[src/design/bmd_pkg.sv]
`default_nettype none

package bmd_pkg;

    // Build-time defaults for the top-level parameters.
    localparam int DEF_MAX_WIDTH  = 4096;
    localparam int DEF_MAX_RADIUS = 15;

    // Frame height limit and the row counter widths that follow from it.
    localparam int MAX_HEIGHT = 4096;
    localparam int HGT_W      = 12;
    localparam int ROW_W      = 13;

    // Configuration port.
    localparam int CFG_W        = 13;
    localparam int CFG_IDX_W    = 2;
    localparam int RADIUS_RAW_W = 4;

    localparam int RESET_FRAME_WIDTH  = 1920;
    localparam int RESET_FRAME_HEIGHT = 1080;
    localparam int RESET_RADIUS       = 1;

    // Words held between the front and back parts.
    localparam int QUEUE_DEPTH = 4;

    typedef enum logic [CFG_IDX_W-1:0] {
        REG_FRAME_WIDTH  = 2'd0,
        REG_FRAME_HEIGHT = 2'd1,
        REG_RADIUS       = 2'd2
    } cfg_reg_t;

    // Per-word control handed from the front part to the back part.
    typedef struct packed {
        logic emit;
        logic last;
        logic hbit;
    } bmd_flags_t;

endpackage

`default_nettype wire

[src/design/bmd_queue.sv]
`default_nettype none

module bmd_queue #(
    parameter int DATA_W = 8,
    parameter int DEPTH  = bmd_pkg::QUEUE_DEPTH
) (
    input  wire logic              clk,
    input  wire logic              rst_n,
    input  wire logic              push,
    input  wire logic [DATA_W-1:0] push_data,
    output logic                   full,
    input  wire logic              pop,
    output logic                   pop_valid,
    output logic [DATA_W-1:0]      pop_data
);
    import bmd_pkg::*;

    localparam int PTR_W = (DEPTH > 1) ? $clog2(DEPTH) : 1;

    logic [DATA_W-1:0] entry_reg [DEPTH];
    logic [PTR_W-1:0]  wr_ptr_reg, wr_ptr_next;
    logic [PTR_W-1:0]  rd_ptr_reg, rd_ptr_next;
    logic [PTR_W:0]    count_reg, count_next;
    logic              do_push;
    logic              do_pop;

    assign full      = (count_reg == (PTR_W + 1)'(DEPTH));
    assign pop_valid = (count_reg != '0);
    assign pop_data  = entry_reg[rd_ptr_reg];
    assign do_push   = push && !full;
    assign do_pop    = pop && pop_valid;

    always_comb
    begin
        wr_ptr_next = wr_ptr_reg;
        rd_ptr_next = rd_ptr_reg;
        count_next  = count_reg;
        if (do_push)
            wr_ptr_next = (wr_ptr_reg == PTR_W'(DEPTH - 1)) ? '0 : wr_ptr_reg + 1'b1;
        if (do_pop)
            rd_ptr_next = (rd_ptr_reg == PTR_W'(DEPTH - 1)) ? '0 : rd_ptr_reg + 1'b1;
        if (do_push && !do_pop)
            count_next = count_reg + 1'b1;
        else if (do_pop && !do_push)
            count_next = count_reg - 1'b1;
    end

    always_ff @(posedge clk or negedge rst_n)
    begin
        if (!rst_n)
        begin
            wr_ptr_reg <= '0;
            rd_ptr_reg <= '0;
            count_reg  <= '0;
        end
        else
        begin
            wr_ptr_reg <= wr_ptr_next;
            rd_ptr_reg <= rd_ptr_next;
            count_reg  <= count_next;
        end
    end

    always_ff @(posedge clk)
    begin
        if (do_push)
            entry_reg[wr_ptr_reg] <= push_data;
    end

endmodule

`default_nettype wire

[config.mk]
export PLATFORM = sky130hd
export DESIGN_NAME = bmd_queue
export DESIGN_NICKNAME = d
export VERILOG_FILES = /design/src/design/bmd_pkg.sv /design/src/design/bmd_queue.sv
export SDC_FILE = /design/constraint.sdc
export NUM_CORES = 1
export LEC_CHECK = 0
export BUFFER_PORTS_ARGS = -buffer_cell sky130_fd_sc_hd__buf_2
export CORE_UTILIZATION = 30
export DETAILED_ROUTE_END_ITERATION = 7
export GPL_TIMING_DRIVEN = 0
export HOLD_SLACK_MARGIN = 0.12
export PLACE_DENSITY_LB_ADDON = 0.3
export SLEW_MARGIN = 25
export SYNTH_ARGS = -nofsm -noshare
export SYNTH_HDL_FRONTEND = slang
export SYNTH_SLANG_ARGS = --single-unit
[constraint.sdc]
create_clock -name clk -period 2.95 [get_ports clk]
set_clock_uncertainty 0.05 [all_clocks]
set_input_delay 0.1475 -clock clk [delete_from_list [all_inputs] [get_ports clk]]
set_output_delay 0.1475 -clock clk [all_outputs]
set_load 0.005 [all_outputs]
Yosys cells after proc, flatten, opt, wreduce, memory -nomap -nowiden

Memory sizes are Yosys's and may differ from the RTL's.
Cells that the tools add are included.

Input bits: 12
Bits in writable memories: 32
Memories kept: 1
Register bits after elaboration: 7

Add/sub/neg operators: 4
Equality and inequality tests: 3
Mux-type cells: 6
Reduce and logical (&&, ||, !) cells: 9

Memories:

| memory    | words | bits a word | read ports | clocked after memory_dff | wr ports | line            | source |
|---|---|---|---|---|---|---|---|
| entry_reg | 4     | 8           | 1          | 0                        | 1        | bmd_queue.sv:20 | `logic [DATA_W-1:0] entry_reg [DEPTH];` |

Operators by type and width:

| cell                                              | count |
|---|---|
| 2-to-1 mux 3 bit                                  | 2 |
| adder 2 x 1 -> 2 bit (second input constant)      | 2 |
| equality test 2 bit (second input constant)       | 2 |
| logical AND 1 bit                                 | 4 |
| 2-to-1 mux 2 bit                                  | 2 |
| adder 3 x 1 -> 3 bit (second input constant)      | 1 |
| equality test 3 bit (second input constant)       | 1 |
| logical NOT 1 bit                                 | 3 |
| nonzero test 3 bit                                | 1 |
| subtractor 3 x 1 -> 3 bit (second input constant) | 1 |
| 2-to-1 mux 1 bit                                  | 2 |
| nonzero test 2 bit                                | 1 |

Longest topological paths before layout

Depth after elaboration: 7
Depth in mapped cells: 9
Gate-level depth less buffers: 8

Worst setup path before layout

OpenSTA, ideal clock, no wires.

Path kind: reg-to-reg
Start point: register count_reg[0]
End point: register count_reg[2]
Slack: 0.886 ns
Cell stages (with the launch flop): 9
Period minus slack after synthesis: 2.064 ns
Arrival: 1.934 ns
Library setup time: 0.079 ns
Required time: 2.821 ns
Path through: dfrtp_1 > or3_4 > nand2_4 > ha_1 > inv_1 > fa_1 > xor2_1 > nor2_1 > xor2_1

Elaborated cells on any way between the ends: 14

RTL lines:

| what                                                   | line            | source |
|---|---|---|
| from (decl)                                            | bmd_queue.sv:23 | `logic [PTR_W:0] count_reg, count_next;` |
| from (signal assigned)                                 | bmd_queue.sv:60 | `count_reg <= count_next;` |
| nonzero test 3 bit *                                   | bmd_queue.sv:28 | `assign pop_valid = (count_reg != '0);` |
| named net pop_valid                                    | bmd_queue.sv:13 | `output logic pop_valid,` |
| logical AND 1 bit *                                    | bmd_queue.sv:31 | `assign do_pop = pop && pop_valid;` |
| logical NOT 1 bit                                      | bmd_queue.sv:42 | `if (do_push && !do_pop)` |
| logical AND 1 bit                                      | bmd_queue.sv:42 |  |
| 2-to-1 mux 3 bit or nonzero test 2 bit (tied branches) | -               |  |

Mark *: on every way through the listed nets, which the timed path passes. The rest lies on a longest branch. The select of a mux whose other input is x is not followed.
A chain may end at the register's enable or synchronous reset.

Worst setup path after layout

Start point: register count_reg[0]
End point: register count_reg[2]

Longest elaborated chain between the ends: 6
Elaborated cells on any way between the ends: 14

RTL lines:

| what |
|---|
| parallel branches: the longest is 6 deep, another holds subtractor 3 x 1 -> 3 bit |

Several ways; the timed one is not identified. The select of a mux whose other input is x is not followed.

==> results.md <==
* CTS Buf Count at 5
* Post-synth EDFFs at 32
* DRC at 0
* Min Clock Period, post-route at 2210 ps
* WL per Instance at 14.6 microns
* Final #Nets at 135
* Max_cap viols at 0
* RSZ-0062 raised after global routing: no
* Worst Tran Pin Value at 556 ps
* Register area share after synthesis at 69.6%
* Dominant synthesized flop cell: edfxtp_1
* CTS Sinks at 39
* Initial detailed-routing violation count at 17
* Library cells used by synthesis at 19
* Cell Pwr Density at 939 mW/mm^2
* Switching share of power at 28.9%
* Final worst-path cycle share at 75.0%
* Hold_ws at 166 ps
* First-pass DRT Iterations at 3
* Kind of cell adding the most delay to the critical path: simple AND/OR/NAND/NOR gates
* Via density at 4.37
* Setup TNS after final layout at 0 ps
* Path category of the worst min-delay check: input port to asynchronous set/reset pin
* Avg Inst Size Synth at 20.7 sq um
* Post-route setup slack at 737 ps
* Initial antenna violation count at 0
* NetSw at 0.549 mW
* Synth area leader: edfxtp_1
* Static Leak at 0.768 nW
* Worst path bufs/invs at 1
* Worst IR Drop VDD at 339 uV
* Syn_nets at 98
* Final Util at 39.2%
* YS warnings at 0
* Internal Pwr Total at 1.35 mW
* HPWL after detailed placement at 1820 microns
* Slowest cell on crit path: dfrtp_1
* Worst setup EP type: flop
* Global route total overflow at 0
* CTS tree: built
* Worst EP required at 3110 ps
* CP Cell Sequence: or3_4 > nand2_4 > ha_1 > inv_1 > fa_1 > xor2_1 > nor2_1 > xor2_1
* Synth Instances at 79
* Max Clk Rate at 0.452 GHz
* Final Hold Fails at 0
* Final Power at 1.90 mW
* Number of buffers added on ports at 21
* #FFs+latches synth at 39
* Status: finished, final reports clean
* Die W at 75.7 microns
* Crit-path max FO at 4
* Post-CTS Setup Inserts at 0
* Die Y at 75.7 microns
* CTS HTree Levels at 2
* Starting Density at 31.5%
* Largest register FFs at 32
* Post-Layout Inst Area at 0.00203 sq mm
* Final std cells w/o fill at 187
* FP Rows at 26
* Critical path type: flop to flop
* First-pass GRT wire length at 4460 microns
* Crit path largest cell delay at 460 ps
* Clock power frac at 23.0%
* Placed Area at 0.00182 sq mm
* Total track usage at 11.5%
* Most common cell in the netlist: edfxtp_1
* RePlAce Congestion at 0.710
* Clk_lat worst skew at 290 ps
* Pin count of the biggest net entering global routing at 14
* Pre-CTS setup slack at 745 ps
* Num ports at 22
* Clk slew on worst S/H paths at 80 ps
* Final setup viols at 0
* Startpoint Class: flop
* Vias at 818
* Layout area overhead at 24.2%
* Reg power frac at 43.2%
* Synth Cell Area at 0.00163 sq mm
* Synth top cells by count: edfxtp_1, mux4_2, dfrtp_1, ha_1
* Core Area at 0.00517 sq mm
* Die ar. at 0.00574 sq mm
* CTS Root Cell: clkbuf_8
* Area share of the largest cell type after synthesis at 58.9%
* Most frequent CP cell: xor2_1
* Pins over their slew limit at 0
* DRT antenna net count at 0
* Vias in the first global route at 917
* Share of cells above drive strength 1 at 44.4%
* CP Data Arrival Time at 2370 ps
* Clock Path Buffers at 2
* Cells after DPL at 170
* Async set-or-reset flop fraction in the synthesized netlist at 17.9%
* Combinational power share at 33.8%
* Routed WL at 2740 microns
* Area contributors post-synth: edfxtp_1, mux4_2, dfrtp_1
* Slew headroom at 63.0%
* Antenna cell count at 0
power groups by stage:
| stage | clock [mW] | sequential, mW | combinational [mW] |
|---|---|---|---|
| after floorplan | 0 | 0.814 | 0.461 |
| after global placement | 0 | 0.824 | 0.622 |
| after detailed placement | 0 | 0.836 | 0.651 |
| after CTS | 0.457 | 0.825 | 0.662 |
| after global routing | 0.473 | 0.839 | 0.729 |
| final | 0.438 | 0.822 | 0.643 |
layout make-up:
class / instances / area [sq um]
timing repair buffer: 30 / 195
buffer: 3 / 20.0
multi-input combinational: 34 / 464
inverter: 3 / 11.3
clock inverter: 3 / 43.8
sequential: 39 / 1140
clock buffer: 5 / 68.8
tap: 70 / 87.6
fill: 488 / 3150
timing repair:
action	in CTS	in global routing
hold buffers	9	0
setup endpoints to repair	0	0
hold endpoints to repair	39	0
resized for setup	0	0
cell usage in the layout, fill, tap and decap left out:
cell type,count
buf_6,1
inv_1,3
or3_4,1
nor2b_2,1
bufinv_16,1
nand2_4,1
mux2_2,1
clkbuf_1,1
nor3b_4,1
edfxtp_1,32
nor2_1,3
xor2_1,2
fa_1,1
mux2_4,4
xnor2_1,1
and2_2,4
dlygate4sd3_1,9
clkinv_2,1
clkbuf_8,5
dfrtp_1,7
mux4_2,8
buf_2,22
ha_1,6
clkinv_4,1
layer usage:
metal | GRT usage [%] | part of all wire [%]
met3 | 4.23 | 5.0
met5 | 0 | 0
met4 | 4.94 | 1.8
met1 | 11.8 | 41
met2 | 20.8 | 52
final timing paths:
kind	startpoint	endpoint	slack, ps	depth (start not counted)
max reg2reg	count_reg[0]	count_reg[2]	740	8
max in group asynchronous	rst_n	wr_ptr_reg[1]	2520	2
min reg2reg	count_reg[2]	count_reg[2]	470	1
min	rst_n	count_reg[0]	170	2
max	count_reg[0]	count_reg[2]	740	8
min in group clk	pop	rd_ptr_reg[1]	190	3
cell families after synthesis:
| kind of cell | share of synthesized area (%) |
|---|---|
| xor gates and xnor gates | 1.61 |
| adders and majority gates | 5.83 |
| buffers and inverters | 1.92 |
| DFF | 69.6 |
| muxes | 15.4 |
| and+or+nand+nor | 5.60 |
Power figures use the tool's default switching activity.
