$ cat src/design/bmd_pkg.sv
`default_nettype none

package bmd_pkg;

    // Build-time defaults for the top-level parameters.
    localparam int DEF_MAX_WIDTH  = 4096;
    localparam int DEF_MAX_RADIUS = 15;

    // Frame height limit and the row counter widths that follow from it.
    localparam int MAX_HEIGHT = 4096;
    localparam int HGT_W      = 12;
    localparam int ROW_W      = 13;

    // Configuration port.
    localparam int CFG_W        = 13;
    localparam int CFG_IDX_W    = 2;
    localparam int RADIUS_RAW_W = 4;

    localparam int RESET_FRAME_WIDTH  = 1920;
    localparam int RESET_FRAME_HEIGHT = 1080;
    localparam int RESET_RADIUS       = 1;

    // Words held between the front and back parts.
    localparam int QUEUE_DEPTH = 4;

    typedef enum logic [CFG_IDX_W-1:0] {
        REG_FRAME_WIDTH  = 2'd0,
        REG_FRAME_HEIGHT = 2'd1,
        REG_RADIUS       = 2'd2
    } cfg_reg_t;

    // Per-word control handed from the front part to the back part.
    typedef struct packed {
        logic emit;
        logic last;
        logic hbit;
    } bmd_flags_t;

endpackage

`default_nettype wire

$ cat src/design/bmd_front.sv
`default_nettype none

module bmd_front #(
    parameter int MAX_WIDTH  = bmd_pkg::DEF_MAX_WIDTH,
    parameter int MAX_RADIUS = bmd_pkg::DEF_MAX_RADIUS
) (
    input  wire logic                              clk,
    input  wire logic                              rst_n,
    input  wire logic                              cfg_write,
    input  wire logic [bmd_pkg::CFG_IDX_W-1:0]     cfg_index,
    input  wire logic [bmd_pkg::CFG_W-1:0]         cfg_data,
    input  wire logic                              in_valid,
    output logic                                   in_ready,
    input  wire logic                              cmd,
    input  wire logic                              pixel,
    input  wire logic                              q_full,
    output logic                                   push,
    output logic [$clog2(MAX_WIDTH)-1:0]           push_col,
    output logic [$clog2(MAX_RADIUS+1)-1:0]        push_jlo,
    output logic [$clog2(MAX_RADIUS+1):0]          push_jhi,
    output bmd_pkg::bmd_flags_t                    push_flags
);
    import bmd_pkg::*;

    localparam int COL_W  = $clog2(MAX_WIDTH);
    localparam int RAD_W  = $clog2(MAX_RADIUS + 1);
    localparam int WIN_W  = 2 * MAX_RADIUS + 1;
    localparam int SUM_W  = ((COL_W > RAD_W) ? COL_W : RAD_W) + 2;
    localparam int WCMP_W = (CFG_W > COL_W + 1) ? CFG_W : COL_W + 1;
    localparam int RCMP_W = (RAD_W > RADIUS_RAW_W) ? RAD_W : RADIUS_RAW_W;

    localparam int W_RST = (RESET_FRAME_WIDTH > MAX_WIDTH) ? MAX_WIDTH : RESET_FRAME_WIDTH;
    localparam int R_RST = (RESET_RADIUS > MAX_RADIUS) ? MAX_RADIUS : RESET_RADIUS;

    // Effective configuration: width and height are kept as value minus one.
    logic [COL_W-1:0] w_m1_reg, w_m1_next;
    logic [HGT_W-1:0] h_m1_reg, h_m1_next;
    logic [RAD_W-1:0] r_reg, r_next;

    logic             active_reg, active_next;
    logic [WIN_W-1:0] win_reg, win_next;
    logic [COL_W-1:0] in_col_reg, in_col_next;
    logic [ROW_W-1:0] in_row_reg, in_row_next;
    logic [RAD_W-1:0] lead_reg, lead_next;
    logic [COL_W-1:0] t_col_reg, t_col_next;
    logic [ROW_W-1:0] t_row_reg, t_row_next;

    logic [WCMP_W-1:0] fw_ext;
    logic [RCMP_W-1:0] raw_r;
    logic [COL_W-1:0]  w_m1_cfg;
    logic [HGT_W-1:0]  h_m1_cfg;
    logic [RAD_W-1:0]  r_cfg;

    logic             accept;
    logic             ignore;
    logic             bit_in;
    logic [WIN_W-1:0] win_shift;
    logic             produce;
    logic [SUM_W-1:0] col_sum;
    logic [SUM_W-1:0] w_m1_ext;
    logic [RAD_W:0]   r2;
    logic [RAD_W-1:0] klo;
    logic [RAD_W:0]   khi;
    logic [WIN_W-1:0] hmask;
    logic             hbit;
    logic [ROW_W-1:0] h_m1_row;
    logic [RAD_W-1:0] jlo;
    logic [RAD_W:0]   jhi;
    logic             emit;
    logic             last;
    logic             restart;

    // Clamp register writes to the supported ranges.
    always_comb
    begin
        fw_ext = WCMP_W'(cfg_data);
        if (fw_ext == '0)
            w_m1_cfg = '0;
        else if (fw_ext > WCMP_W'(MAX_WIDTH))
            w_m1_cfg = COL_W'(MAX_WIDTH - 1);
        else
            w_m1_cfg = COL_W'(fw_ext - WCMP_W'(1));

        if (cfg_data == '0)
            h_m1_cfg = '0;
        else if (cfg_data > CFG_W'(MAX_HEIGHT))
            h_m1_cfg = HGT_W'(MAX_HEIGHT - 1);
        else
            h_m1_cfg = HGT_W'(cfg_data - CFG_W'(1));

        raw_r = RCMP_W'(cfg_data[RADIUS_RAW_W-1:0]);
        if (raw_r > RCMP_W'(MAX_RADIUS))
            r_cfg = RAD_W'(MAX_RADIUS);
        else
            r_cfg = RAD_W'(raw_r);
    end

    assign in_ready  = !q_full;
    assign accept    = in_valid && in_ready;
    // A flush word before the first pixel of a frame is dropped.
    assign ignore    = cmd && !active_reg;
    assign h_m1_row  = ROW_W'(h_m1_reg);
    assign bit_in    = !cmd && pixel && (in_row_reg <= h_m1_row);
    assign win_shift = {win_reg[WIN_W-2:0], bit_in};
    // The trailing position t = q - r exists once r words have gone in.
    assign produce   = (lead_reg == r_reg);

    // Horizontal pass: window bit k holds column t_col + r - k of the same row.
    assign col_sum  = SUM_W'(t_col_reg) + SUM_W'(r_reg);
    assign w_m1_ext = SUM_W'(w_m1_reg);
    assign r2       = {r_reg, 1'b0};
    assign klo      = (col_sum > w_m1_ext) ? RAD_W'(col_sum - w_m1_ext) : '0;
    assign khi      = (col_sum < SUM_W'(r2)) ? (RAD_W + 1)'(col_sum) : r2;

    always_comb
    begin
        for (int k = 0; k < WIN_W; k++)
        begin
            hmask[k] = ((RAD_W + 1)'(k) >= (RAD_W + 1)'(klo)) && ((RAD_W + 1)'(k) <= khi);
        end
    end

    assign hbit = |(win_shift & hmask);

    // Vertical bounds: history bit j is row t_row - j, limited to rows in the frame.
    assign jlo  = (t_row_reg > h_m1_row) ? RAD_W'(t_row_reg - h_m1_row) : '0;
    assign jhi  = (t_row_reg < ROW_W'(r2)) ? (RAD_W + 1)'(t_row_reg) : r2;
    assign emit = (t_row_reg >= ROW_W'(r_reg));
    assign last = emit && (t_col_reg == w_m1_reg) &&
                  (t_row_reg == h_m1_row + ROW_W'(r_reg));

    assign push       = accept && !ignore && produce;
    assign push_col   = t_col_reg;
    assign push_jlo   = jlo;
    assign push_jhi   = jhi;
    assign push_flags = '{emit: emit, last: last, hbit: hbit};

    always_comb
    begin
        w_m1_next   = w_m1_reg;
        h_m1_next   = h_m1_reg;
        r_next      = r_reg;
        active_next = active_reg;
        win_next    = win_reg;
        in_col_next = in_col_reg;
        in_row_next = in_row_reg;
        lead_next   = lead_reg;
        t_col_next  = t_col_reg;
        t_row_next  = t_row_reg;
        restart     = 1'b0;

        if (cfg_write)
        begin
            unique case (cfg_index)
                REG_FRAME_WIDTH:
                begin
                    w_m1_next = w_m1_cfg;
                    restart   = 1'b1;
                end
                REG_FRAME_HEIGHT:
                begin
                    h_m1_next = h_m1_cfg;
                    restart   = 1'b1;
                end
                REG_RADIUS:
                begin
                    r_next  = r_cfg;
                    restart = 1'b1;
                end
                default:
                begin
                end
            endcase
        end
        else if (accept && !ignore)
        begin
            active_next = 1'b1;
            win_next    = win_shift;
            if (in_col_reg == w_m1_reg)
            begin
                in_col_next = '0;
                in_row_next = in_row_reg + 1'b1;
            end
            else
            begin
                in_col_next = in_col_reg + 1'b1;
            end

            if (produce)
            begin
                if (t_col_reg == w_m1_reg)
                begin
                    t_col_next = '0;
                    t_row_next = t_row_reg + 1'b1;
                end
                else
                begin
                    t_col_next = t_col_reg + 1'b1;
                end
                // The bottom-right result closes the frame.
                restart = last;
            end
            else
            begin
                lead_next = lead_reg + 1'b1;
            end
        end

        if (restart)
        begin
            active_next = 1'b0;
            win_next    = '0;
            in_col_next = '0;
            in_row_next = '0;
            lead_next   = '0;
            t_col_next  = '0;
            t_row_next  = '0;
        end
    end

    always_ff @(posedge clk or negedge rst_n)
    begin
        if (!rst_n)
        begin
            w_m1_reg   <= COL_W'(W_RST - 1);
            h_m1_reg   <= HGT_W'(RESET_FRAME_HEIGHT - 1);
            r_reg      <= RAD_W'(R_RST);
            active_reg <= 1'b0;
            win_reg    <= '0;
            in_col_reg <= '0;
            in_row_reg <= '0;
            lead_reg   <= '0;
            t_col_reg  <= '0;
            t_row_reg  <= '0;
        end
        else
        begin
            w_m1_reg   <= w_m1_next;
            h_m1_reg   <= h_m1_next;
            r_reg      <= r_next;
            active_reg <= active_next;
            win_reg    <= win_next;
            in_col_reg <= in_col_next;
            in_row_reg <= in_row_next;
            lead_reg   <= lead_next;
            t_col_reg  <= t_col_next;
            t_row_reg  <= t_row_next;
        end
    end

endmodule

`default_nettype wire

$ cat config.mk
export PLATFORM = sky130hd
export DESIGN_NAME = bmd_front
export DESIGN_NICKNAME = d
export VERILOG_FILES = /design/src/design/bmd_pkg.sv /design/src/design/bmd_front.sv
export SDC_FILE = /design/constraint.sdc
export NUM_CORES = 1
export LEC_CHECK = 0
export BUFFER_PORTS_ARGS = -buffer_cell sky130_fd_sc_hd__clkbuf_2
export CORE_MARGIN = 2
export CORE_UTILIZATION = 57
export CTS_CLUSTER_SIZE = 28
export DETAILED_ROUTE_END_ITERATION = 8
export PLACE_DENSITY = 0.78
export SYNTH_ARGS = -nofsm -noshare
export SYNTH_HDL_FRONTEND = slang
export SYNTH_SLANG_ARGS = --single-unit
$ cat constraint.sdc
create_clock -name clk -period 5.6 [get_ports clk]
set_input_delay 0.56 -clock clk [delete_from_list [all_inputs] [get_ports clk]]
set_output_delay 0.56 -clock clk [all_outputs]
set_load 0.02 [all_outputs]
* Yosys cells after proc, flatten, opt, wreduce, memory -nomap -nowiden
Cells that the tools add are included.
Word-level totals: bits in registers 113, output and inout bits 26, logic and storage cells 195
Cells by class: add/sub/neg operators 10, $lt $le $gt $ge 69, eq/ne operators 8, multiplexer cells 39, bitwise operators 1, reductions and logical operators 58
Operators by type and width (count):
- $mux 12 | 11
- $mux 13 | 9
- $mux 30 | 3
- $ge 5x4->1 const A | 15
- $le 5x5->1 const A | 15
- $le 4x5->1 const A | 8
- $logic_and 1x1->1 | 38
- $and 31x31->31 | 1
- $reduce_or 31->1 | 1
- $ge 4x4->1 const A | 7
- $mux 4 | 7
- $add 12x4->13 | 2
- $add 13x1->13 const B | 2
- $gt 13x12->1 | 2
- $lt 13x5->1 | 2
- $add 12x1->12 const B | 2
- $eq 12x12->1 | 2
- $le 3x5->1 const A | 4
- $ge 3x4->1 const A | 4
- $eq 13x13->1 | 1
- $ge 13x4->1 | 1
- $gt 13x13->1 const B | 1
- $le 13x12->1 | 1
- $logic_not 13->1 | 1
- 21 further kinds | 45

* Depth between registers and ports, before layout
Gate-level depths: netlist of run 1.
depth after elaboration 8, depth in mapped cells 21, mapped depth without buffers 18

* Worst setup path before layout of run 1
Ideal clock, no wire load.
path kind register to output, from register t_col_reg[0] (netlist: push_col[0]), to output push_flags[0] (netlist name), data arrival time 4.926 ns, data required time 5.040 ns, path slack 0.114 ns, stages on the path, launching flop included 21, path buffers 2, path through dfrtp_1 > ha_1 > inv_1 > fa_1 > nand2b_1 > a21oi_1 > xnor2_1 > inv_1 > ha_1 > o21ai_0 > a21oi_1 > a211o_1 > a2111o_1 > or2_0 > buf_2 > o311a_1 > a311o_1 > o41ai_2 > o2111ai_1 > or4b_1 > buf_4
Between the ends: cells in the longest elaborated chain, start to end 7
Ends and longest elaborated chain:
- start: declaration | line bmd_front.sv:45 | logic [COL_W-1:0] t_col_reg, t_col_next;
- start signal: assignment | line bmd_front.sv:246 | t_col_reg <= t_col_next;
- $add 12x4->13 * | line bmd_front.sv:109 | assign col_sum = SUM_W'(t_col_reg) + SUM_W'(r_reg);
- $lt 13x5->1 (tied with other cells) | line bmd_front.sv:113 | assign khi = (col_sum < SUM_W'(r2)) ? (RAD_W + 1)'(col_sum) : r2;
- $mux 5 / $mux 4 (equally long branches) | line bmd_front.sv:113, bmd_front.sv:112
- $le 1x5->1 (tied with other cells) | line bmd_front.sv:119 | hmask[k] = ((RAD_W + 1)'(k) >= (RAD_W + 1)'(klo)) && ((RAD_W + 1)'(k) <= khi);
- $logic_and 1x1->1 | line bmd_front.sv:119
- $and 31x31->31 * | line bmd_front.sv:123 | assign hbit = |(win_shift & hmask);
- $reduce_or 31->1 * | line bmd_front.sv:123
- end: declaration | line bmd_front.sv:21 | output bmd_pkg::bmd_flags_t push_flags
Every way passes the cells marked *; elsewhere a longest branch is shown, timed or not.

==> results_dict.tcl, run 1 <==
set metrics [dict create \
    outcome "complete, but fails checks" \
    violations "negative setup slack" \
    ys_async_sr_fraction_pct 100 \
    wl_mm 23.6 \
    leakagePower_nw 4.45 \
    post-place-ws_ns 0.159 \
    cts_root_buffer "clkbuf_16" \
    core-area_um2 14600 \
    p_per_area_nw_per_um2 311 \
    tightest_slew_ns 0.914 \
    synth_area_per_cell_um2 8.29 \
    initial_core_util_pct 58.7 \
    pwr-share-comb_pct 32.6 \
    intPower_mw 1.92 \
    multi_input_area_um2 5390 \
    drc_errors 0 \
    rr_worst_depth 15 \
    ctsLongestPathBuffers 2 \
    crit_family "compound AO/OA/AOI/OAI gates" \
    drt_pass1_iterations 5 \
    rrSetupSlack_ns 1.07 \
    ys_seq_area_share_pct 33.3 \
    gr-total-overflow 0 \
    synth_cell_type_count 73 \
    clk_pin_slew_ns 0.06 \
    nets 1168 \
    vias 7783 \
    cts-htree-levels 4 \
    cp_num_buf_inv 4 \
    gp_congestion 0.934 \
    n_antenna_cell 0 \
    setup_viol 1 \
    ant_nets 0 \
    fillers 1226 \
    chipHeight_um 127 \
    grt_pass1_vias 7463 \
    ys_warn_count 0 \
    worstPathCellList "ha_4, inv_2, fa_2, nand2b_4, a21oi_4, xnor2_2, inv_2, ha_4, o21ai_2, a21oi_2, a211o_1, a2111o_1, buf_6, or3_4, o211a_1, a311o_1, o41ai_2, o2111ai_1, or4b_1, buf_6" \
    synth_ff_type "dfrtp_1" \
    synth_enable_flop_cells 0 \
    vias_per_cell 6.09 \
    area_growth_pct 13.7 \
    drtIter0Drc 724 \
    peakVddDrop_mv 0.254 \
    grt_antenna_before_repair 0 \
    seqPwrFrac_pct 32.8 \
    ff_latch_area_um2 2850 \
    synthCells 1033 \
    p_clk_share_pct 34.7 \
    hold_class "primary input to async pin" \
    cts_buffers 17 \
    start_kind "flip-flop" \
    ctsHoldBuffers 0 \
    drive_above_1_share_pct 15.1 \
    ys_ff_latch 113 \
    avgRoutedWirePerCell_um 18.5 \
    timing.rr.start "r_reg[0]" \
    drv_slew 0 \
    end_kind "output port" \
    clk_latency_ns 0.43 \
    rows 44 \
    grtUsageTotal_pct 30.5 \
    setup_tns_ns -0.0503 \
    ioPinCount 48 \
    min_period_over_period_pct 101 \
    syn_nets 1119 \
    arrival_ns 5.09 \
    reg2reg_to "win_reg[2]" \
    rsz0062_at_grt "true" \
    slew_headroom_pct 37.3 \
    layout_common_cells "nand2_1 (129), dfrtp_1 (96), nor2_1 (94)" \
    largest_register_ffs 30 \
    die_w_um 127 \
    die_area_um2 16000 \
    finClkSkew_ns 0.0112 \
    layout_commonest_cell "nand2_1" \
    synth_area_um2 8560 \
    cts_sinks 113 \
    cp_max_fo 3 \
    fmax_mhz 177 \
    slowest_delay_ns 0.55 \
    io_buffers 47 \
    fin_ws_ns -0.0503 \
    grt_pass1_wl_mm 38.9 \
    cts_tree "done" \
    cpMaxStageDelayCell "dfstp_2" \
    worstSetupPathType "flip-flop to output port" \
    sw_frac_of_total_pct 36.8 \
    worstPathRequired_ns 5.04 \
    grt_max_degree 73 \
    hpwl_mm 17.4 \
    switchingPower_mw 1.12 \
    period_minus_slack_ns 5.65 \
    hold_viol 0 \
    drv_cap 0 \
]
[worst max path at each step]
stage	startpoint	endpoint	slack (ns)	depth (start not counted)
final	r_reg[0]	push_flags[0]	-0.05	20
after global routing	r_reg[0]	push_flags[0]	-0.21	20
after CTS	r_reg[0]	push_flags[0]	-0.08	20
after detailed placement	r_reg[0]	push_flags[0]	0.16	19
after global placement	r_reg[0]	push_flags[0]	0.22	19
after floorplan	push_col[0]	push_flags[0]	0.11	20
[cell type report]
type | count | share of cell area (%)
clock buffers | 18 | 4.51
multi-input cells | 817 | 55.4
flip-flops and latches | 113 | 29.3
repair buffers | 78 | 5.06
well taps | 184 | 2.36
clock inverters | 14 | 1.32
inverters | 55 | 2.12
[Yosys cell counts, drive strengths merged (7+ instances only)]
library cell	number	share of area, %
xnor2	48	4.9
o21a	11	0.96
dfstp	17	5.2
a21o	12	1.1
xor2	55	5.6
dfrtp	96	28
a21oi	36	2.1
nor2b	11	0.80
nand3	42	2.5
or4	7	0.61
nand2	129	5.7
inv	55	2.4
and3	12	0.88
o31ai	10	0.88
nor4	12	0.88
nor3	26	1.6
buf	12	0.82
ha	60	8.8
nand2b	10	0.73
o22ai	11	0.80
nor2	97	4.3
a211oi	8	0.76
clkbuf	36	1.6
mux2i	9	1.1
a31oi	7	0.51
nand4	23	1.7
o21ai	87	5.1
[stage by stage]
step / hold slack [ns] / instances / utilization, % / instance area [µm²] / power [mW]
6_report: 0.257 / 1279 / 66.7 / 9740 / 3.03
4_1_cts: 0.294 / 1276 / 66.1 / 9640 / 2.98
2_1_floorplan: 0.264 / 1033 / - / 8560 / 1.63
3_5_place_dp: 0.485 / 1243 / 61.9 / 9030 / 1.92
3_3_place_gp: 0.457 / 1243 / 61.9 / 9030 / 1.91
5_1_grt: 0.339 / 1279 / 66.7 / 9740 / 3.19
[layer usage]
metal / vias to the layer above / wire length, µm / part of all wire, % / GRT usage [%]
met1: 3710 / 10200 / 43 / 40.9
met5: - / 0 / 0 / 0
met4: 0 / 690 / 2.9 / 12.1
li1: 3749 / - / - / -
met2: 276 / 11100 / 47 / 48.4
met3: 48 / 1580 / 6.7 / 6.37
[logic make-up (layout without fill, tap and decap cells)]
group,after synthesis,after routing,share of synthesized area (%)
xor+xnor,103,103,10.5
compound gates,234,234,17.6
fa+ha+maj,64,64,9.71
flops,113,113,33.3
buf+inv,103,165,4.81
simple gates,402,402,22.4
mux,14,14,1.71
[power by group through the flow]
stage / logic, mW / clock network [mW] / registers [mW]
5_1_grt: 1.10 / 1.10 / 0.999
4_1_cts: 0.933 / 1.06 / 0.987
2_1_floorplan: 0.657 / 0 / 0.970
6_report: 0.987 / 1.05 / 0.993
3_3_place_gp: 0.910 / 0 / 0.998
3_5_place_dp: 0.916 / 0 / 1.00
[repair_timing]
item	4_1_cts	5_1_grt
endpoints found under the setup margin	1	1
pin swaps	1	11
setup buffers	1	3
gates resized for setup	9	15
Power figures use the tool's default switching activity.
==> run 2: changes to the inputs <==
--- a/config.mk
+++ b/config.mk
@@ -7,10 +7,9 @@
 export LEC_CHECK = 0
 export BUFFER_PORTS_ARGS = -buffer_cell sky130_fd_sc_hd__clkbuf_2
 export CORE_MARGIN = 2
-export CORE_UTILIZATION = 57
+export CORE_UTILIZATION = 35
 export CTS_CLUSTER_SIZE = 28
 export DETAILED_ROUTE_END_ITERATION = 8
-export PLACE_DENSITY = 0.78
 export SYNTH_ARGS = -nofsm -noshare
 export SYNTH_HDL_FRONTEND = slang
 export SYNTH_SLANG_ARGS = --single-unit
==> run 2 against run 1 <==
The flow still finishes with violations (negative setup slack). Die area increased by 61%. Sequential share of layout area decreased by 0.78 points. Worst hold slack improved by 0.023 ns. Maximum frequency decreased by 0.18%.
==> results_dict.tcl, run 2 (synthesis gave the netlist of run 1 again) <==
set metrics [dict create \
    grt_pass1_wl_mm 40.8 \
    peakVddDrop_mv 0.171 \
    p_per_area_nw_per_um2 315 \
    cts_tree "done" \
    slew_headroom_pct 37.7 \
    grt_max_degree 70 \
    cts_sinks 113 \
    intPower_mw 2.03 \
    p_total_mw 3.15 \
    final_area_um2 10000 \
    die_w_um 160 \
    grt.met2_usage_pct 31.5 \
    start_kind "flip-flop" \
    placed_area_um2 9220 \
    outcome "complete, but fails checks" \
    hold_class "primary input to async pin" \
    io_buffers 47 \
    n_antenna_cell 0 \
    cp_max_fo 4 \
    initial_core_util_pct 35.4 \
    drv_cap 0 \
    grtUsageTotal_pct 20.0 \
    die_area_um2 25700 \
    ant_nets 0 \
    gr-total-overflow 0 \
    drt_pass1_iterations 5 \
    grt.busiest_layer "met2" \
    hpwl_mm 18.6 \
    period_minus_slack_ns 5.66 \
    arrival_ns 5.10 \
    cts_buffers 17 \
    reg2reg_to "win_reg[9]" \
    nets 1171 \
    layout_common_cells "nand2_1 (129), dfrtp_1 (96), nor2_1 (94)" \
    post-place-ws_ns 0.109 \
    worstPathRequired_ns 5.04 \
    core-area_um2 24200 \
    final_util_pct 41.4 \
    met3_usage_pct 3.85 \
    min_period_over_period_pct 101 \
    ctsLongestPathBuffers 2 \
    dpl.cell_count 1385 \
    gp_congestion 0.888 \
    vias_per_cell 5.36 \
    drtIter0Drc 516 \
    finClkSkew_ns 0.00892 \
    drive_above_1_share_pct 15.8 \
    violations "negative setup slack" \
    p_clk_share_pct 36.6 \
    setup_viol 1 \
    cts_root_buffer "clkbuf_16" \
    leakagePower_nw 4.49 \
    grt_antenna_before_repair 0 \
    clk_latency_ns 0.43 \
    timing.rr.start "r_reg[0]" \
    layout_commonest_cell "nand2_1" \
    rows 57 \
    largest_register_ffs 30 \
    fin_ws_ns -0.0608 \
    chipHeight_um 160 \
    setup_tns_ns -0.0608 \
    seqPwrFrac_pct 31.5 \
    drc_errors 0 \
    use_met1_pct 27.5 \
    pwr-share-comb_pct 31.9 \
    drv_slew 0 \
    sw_frac_of_total_pct 35.6 \
    rsz0062_at_grt "true" \
    hold_viol 0 \
    stdcell_count 1422 \
    holdWs_ns 0.281 \
    rrSetupSlack_ns 1.17 \
    fmax_mhz 177 \
    avgRoutedWirePerCell_um 17.5 \
    ctsHoldBuffers 0 \
    worstSetupPathType "flip-flop to output port" \
    clk_pin_slew_ns 0.06 \
    switchingPower_mw 1.12 \
    cts-htree-levels 4 \
    area_growth_pct 16.9 \
    rr_worst_depth 15 \
    vias 7621 \
    end_kind "output port" \
    wl_mm 24.9 \
    ioPinCount 48 \
    tightest_slew_ns 0.934 \
    grt_pass1_vias 7618 \
]
run 2: layout make-up:
cell class | count | area (µm²)
tap | 324 | 405
timing repair buffer | 81 | 507
multi-input combinational | 817 | 5420
fill | 2435 | 14200
inverter | 55 | 206
clock inverter | 11 | 154
clock buffer | 21 | 460
sequential | 113 | 2850
run 2: worst max-delay path, cell delays in order, from the launching register on:
cell       delay, ns
dfstp_2         0.55
ha_4            0.14
inv_2           0.04
fa_2            0.35
nand2b_4        0.17
a21oi_4         0.16
xnor2_2         0.14
inv_2           0.08
ha_4            0.22
o21ai_2         0.05
a21oi_1         0.05
a211o_1         0.26
a2111o_1        0.37
or2_1           0.27
o311a_1         0.34
a311o_1         0.36
o41ai_2         0.30
o2111ai_2       0.15
or4b_4          0.52
buf_8           0.15
run 2: worst max path at each step:
| stage | start | end | slack [ns] |
|---|---|---|---|
| 3_3_place_gp | r_reg[0] | push_flags[0] | 0.19 |
| 5_1_grt | r_reg[0] | push_flags[0] | -0.26 |
| 3_5_place_dp | r_reg[0] | push_flags[0] | 0.11 |
| 2_1_floorplan | push_col[0] | push_flags[0] | 0.11 |
| 6_report | r_reg[0] | push_flags[0] | -0.06 |
| 4_1_cts | r_reg[0] | push_flags[0] | -0.15 |
run 2: routing by layer:
layer	up-vias	part of all wire (%)
met4	0	2.3
li1	3746	-
met3	38	4.4
met1	3667	48
met5	-	0
met2	170	46
run 2: repair_timing:
| action | CTS | global route |
|---|---|---|
| pin swaps | 7 | 6 |
| gates resized for setup | 16 | 16 |
| buffers inserted | 4 | 1 |
| setup endpoints to repair | 1 | 1 |
run 2: power by group through the flow:
stage / Combinational (mW) / Sequential [mW] / Clock, mW
after floorplan: 0.657 / 0.970 / 0
after global placement: 0.932 / 1.00 / 0
after detailed placement: 0.937 / 1.00 / 0
after CTS: 0.981 / 0.989 / 1.17
after global routing: 1.13 / 1.00 / 1.21
final: 1.01 / 0.991 / 1.15
==> run 3: changes to the inputs <==
==> constraint.sdc (replaced) <==
create_clock -name clk -period 7.35 [get_ports clk]
set_input_delay 0.735 -clock clk [delete_from_list [all_inputs] [get_ports clk]]
set_output_delay 0.735 -clock clk [all_outputs]
set_load 0.02 [all_outputs]
==> run 3 against run 2 <==
The flow now finishes without violations. Clock power shrank 25%. Non-clock buffer count down 23. Combinational power shrank 33%. Worst hold slack lost 0.014 ns. Die area stayed put. Power down 27%. Sequential share of layout area grew 0.91 points. First-iteration DRC count down 0.97%. Clock skew grew 0.0019 ns. Critical endpoint unchanged. Largest cell class unchanged. Highest routed layer unchanged.
==> results_dict.tcl, run 3 (synthesis gave the netlist of run 1 again) <==
set metrics [dict create \
    arrival_ns 6.21 \
    period_minus_slack_ns 6.94 \
    hpwl_mm 18.2 \
    cts_tree "done" \
    nets 1148 \
    chipHeight_um 160 \
    rrSetupSlack_ns 2.13 \
    grt_antenna_before_repair 0 \
    met3_usage_pct 3.33 \
    fillers 2525 \
    grt_pass1_vias 7275 \
    avgRoutedWirePerCell_um 17.4 \
    drtIter0Drc 511 \
    drv_cap 0 \
    cts_setup_buffers 0 \
    cp_max_fo 14 \
    ctsLongestPathBuffers 2 \
    p_per_area_nw_per_um2 238 \
    final_util_pct 40.1 \
    ioPinCount 48 \
    end_kind "output port" \
    gp_congestion 0.879 \
    tightest_slew_ns 0.969 \
    cts_buffers 17 \
    area_growth_pct 13.3 \
    use_met1_pct 27.5 \
    placed_area_um2 9080 \
    grt.busiest_layer "met2" \
    drt_pass1_iterations 5 \
    min_period_over_period_pct 94.4 \
    die_w_um 160 \
    clk_pin_slew_ns 0.06 \
    setup_viol 0 \
    drv_slew 0 \
    p_total_mw 2.31 \
    final_area_um2 9690 \
    grtUsageTotal_pct 19.4 \
    rr_worst_depth 15 \
    initial_core_util_pct 35.4 \
    leakagePower_nw 4.35 \
    worstSetupPathType "flip-flop to output port" \
    wl_mm 24.3 \
    holdWs_ns 0.266 \
    cts_sinks 113 \
    hold_class "primary input to async pin" \
    rsz0062_at_grt "false" \
    slew_headroom_pct 33.7 \
    layout_commonest_cell "nand2_1" \
    cts-htree-levels 4 \
    fmax_mhz 144 \
    drive_above_1_share_pct 12.3 \
    vias_per_cell 5.37 \
    ant_nets 0 \
    peakVddDrop_mv 0.132 \
    finClkSkew_ns 0.0108 \
    ctsHoldBuffers 0 \
    layout_common_cells "nand2_1 (129), dfrtp_1 (96), nor2_1 (95)" \
    cts_resized 0 \
    grt_max_degree 77 \
    grt.met2_usage_pct 30.4 \
    hold_viol 0 \
    io_buffers 47 \
    drc_errors 0 \
    core-area_um2 24200 \
    outcome "complete, no violations" \
    rows 57 \
    clk_latency_ns 0.43 \
    vias 7523 \
    gr-total-overflow 0 \
    start_kind "flip-flop" \
    largest_register_ffs 30 \
    setup_tns_ns 0 \
    worstPathRequired_ns 6.61 \
    cts_root_buffer "clkbuf_16" \
    die_area_um2 25700 \
    grt_pass1_wl_mm 39.8 \
]
-- run 3: cell types whose count changed in the layout (fill, tap and decap cells not counted), sizes merged --
cell,before,now
clkbuf,66,65
clkinvlp,2,3
clkinv,4,3
diode,0,1
bufinv,3,2
buf,36,12
inv,57,60
-- run 3: cell type report --
cell class,instances,area [µm²],share of cell area (%)
inverter,55,206,2.13
multi-input combinational,817,5310,54.8
antenna,1,2.50,0.0258
tap,324,405,4.18
clock buffer,19,453,4.67
clock inverter,13,149,1.54
sequential,113,2850,29.4
timing repair buffer,58,320,3.30
-- run 3: final timing paths --
kind | to | start
max reg2reg | in_row_reg[0] | r_reg[0]
min in group clk | active_reg | active_reg
min | push_col[9] | rst_n
max in group asynchronous | win_reg[19] | rst_n
min reg2reg | active_reg | active_reg
max | push_flags[0] | r_reg[0]
-- run 3: power by group --
group	total [mW]	switching, mW	internal [mW]
sequential	0.768	0.0876	0.681
combinational	0.680	0.422	0.258
clock	0.861	0.338	0.523
-- run 3: critical path, stage by stage (launching register included) --
cell	delay (ns)
dfstp_2	0.65
ha_1	0.23
inv_1	0.06
fa_1	0.39
nand2b_1	0.25
a21oi_1	0.29
xnor2_1	0.24
inv_1	0.22
ha_1	0.31
o21ai_0	0.07
a21oi_1	0.06
a211o_1	0.26
a2111o_1	0.41
or2_1	0.46
o311a_1	0.40
a311o_1	0.35
o41ai_2	0.22
o2111ai_1	0.15
or4b_1	0.58
clkbuf_2	0.19
-- run 3: through the flow --
stage / worst slack [ns] / cells
final: 0.408 / 1400
after CTS: 0.311 / 1399
after global routing: 0.0825 / 1399
after detailed placement: 0.765 / 1367
after global placement: 0.888 / 1367
after floorplan: 1.69 / 1033
-- run 3: metal layers --
metal	share of wire [%]	wire [µm]	vias up
met4	1.9	469	0
li1	-	-	3708
met5	0	0	-
met2	46	11100	151
met3	3.8	918	29
met1	49	11800	3635
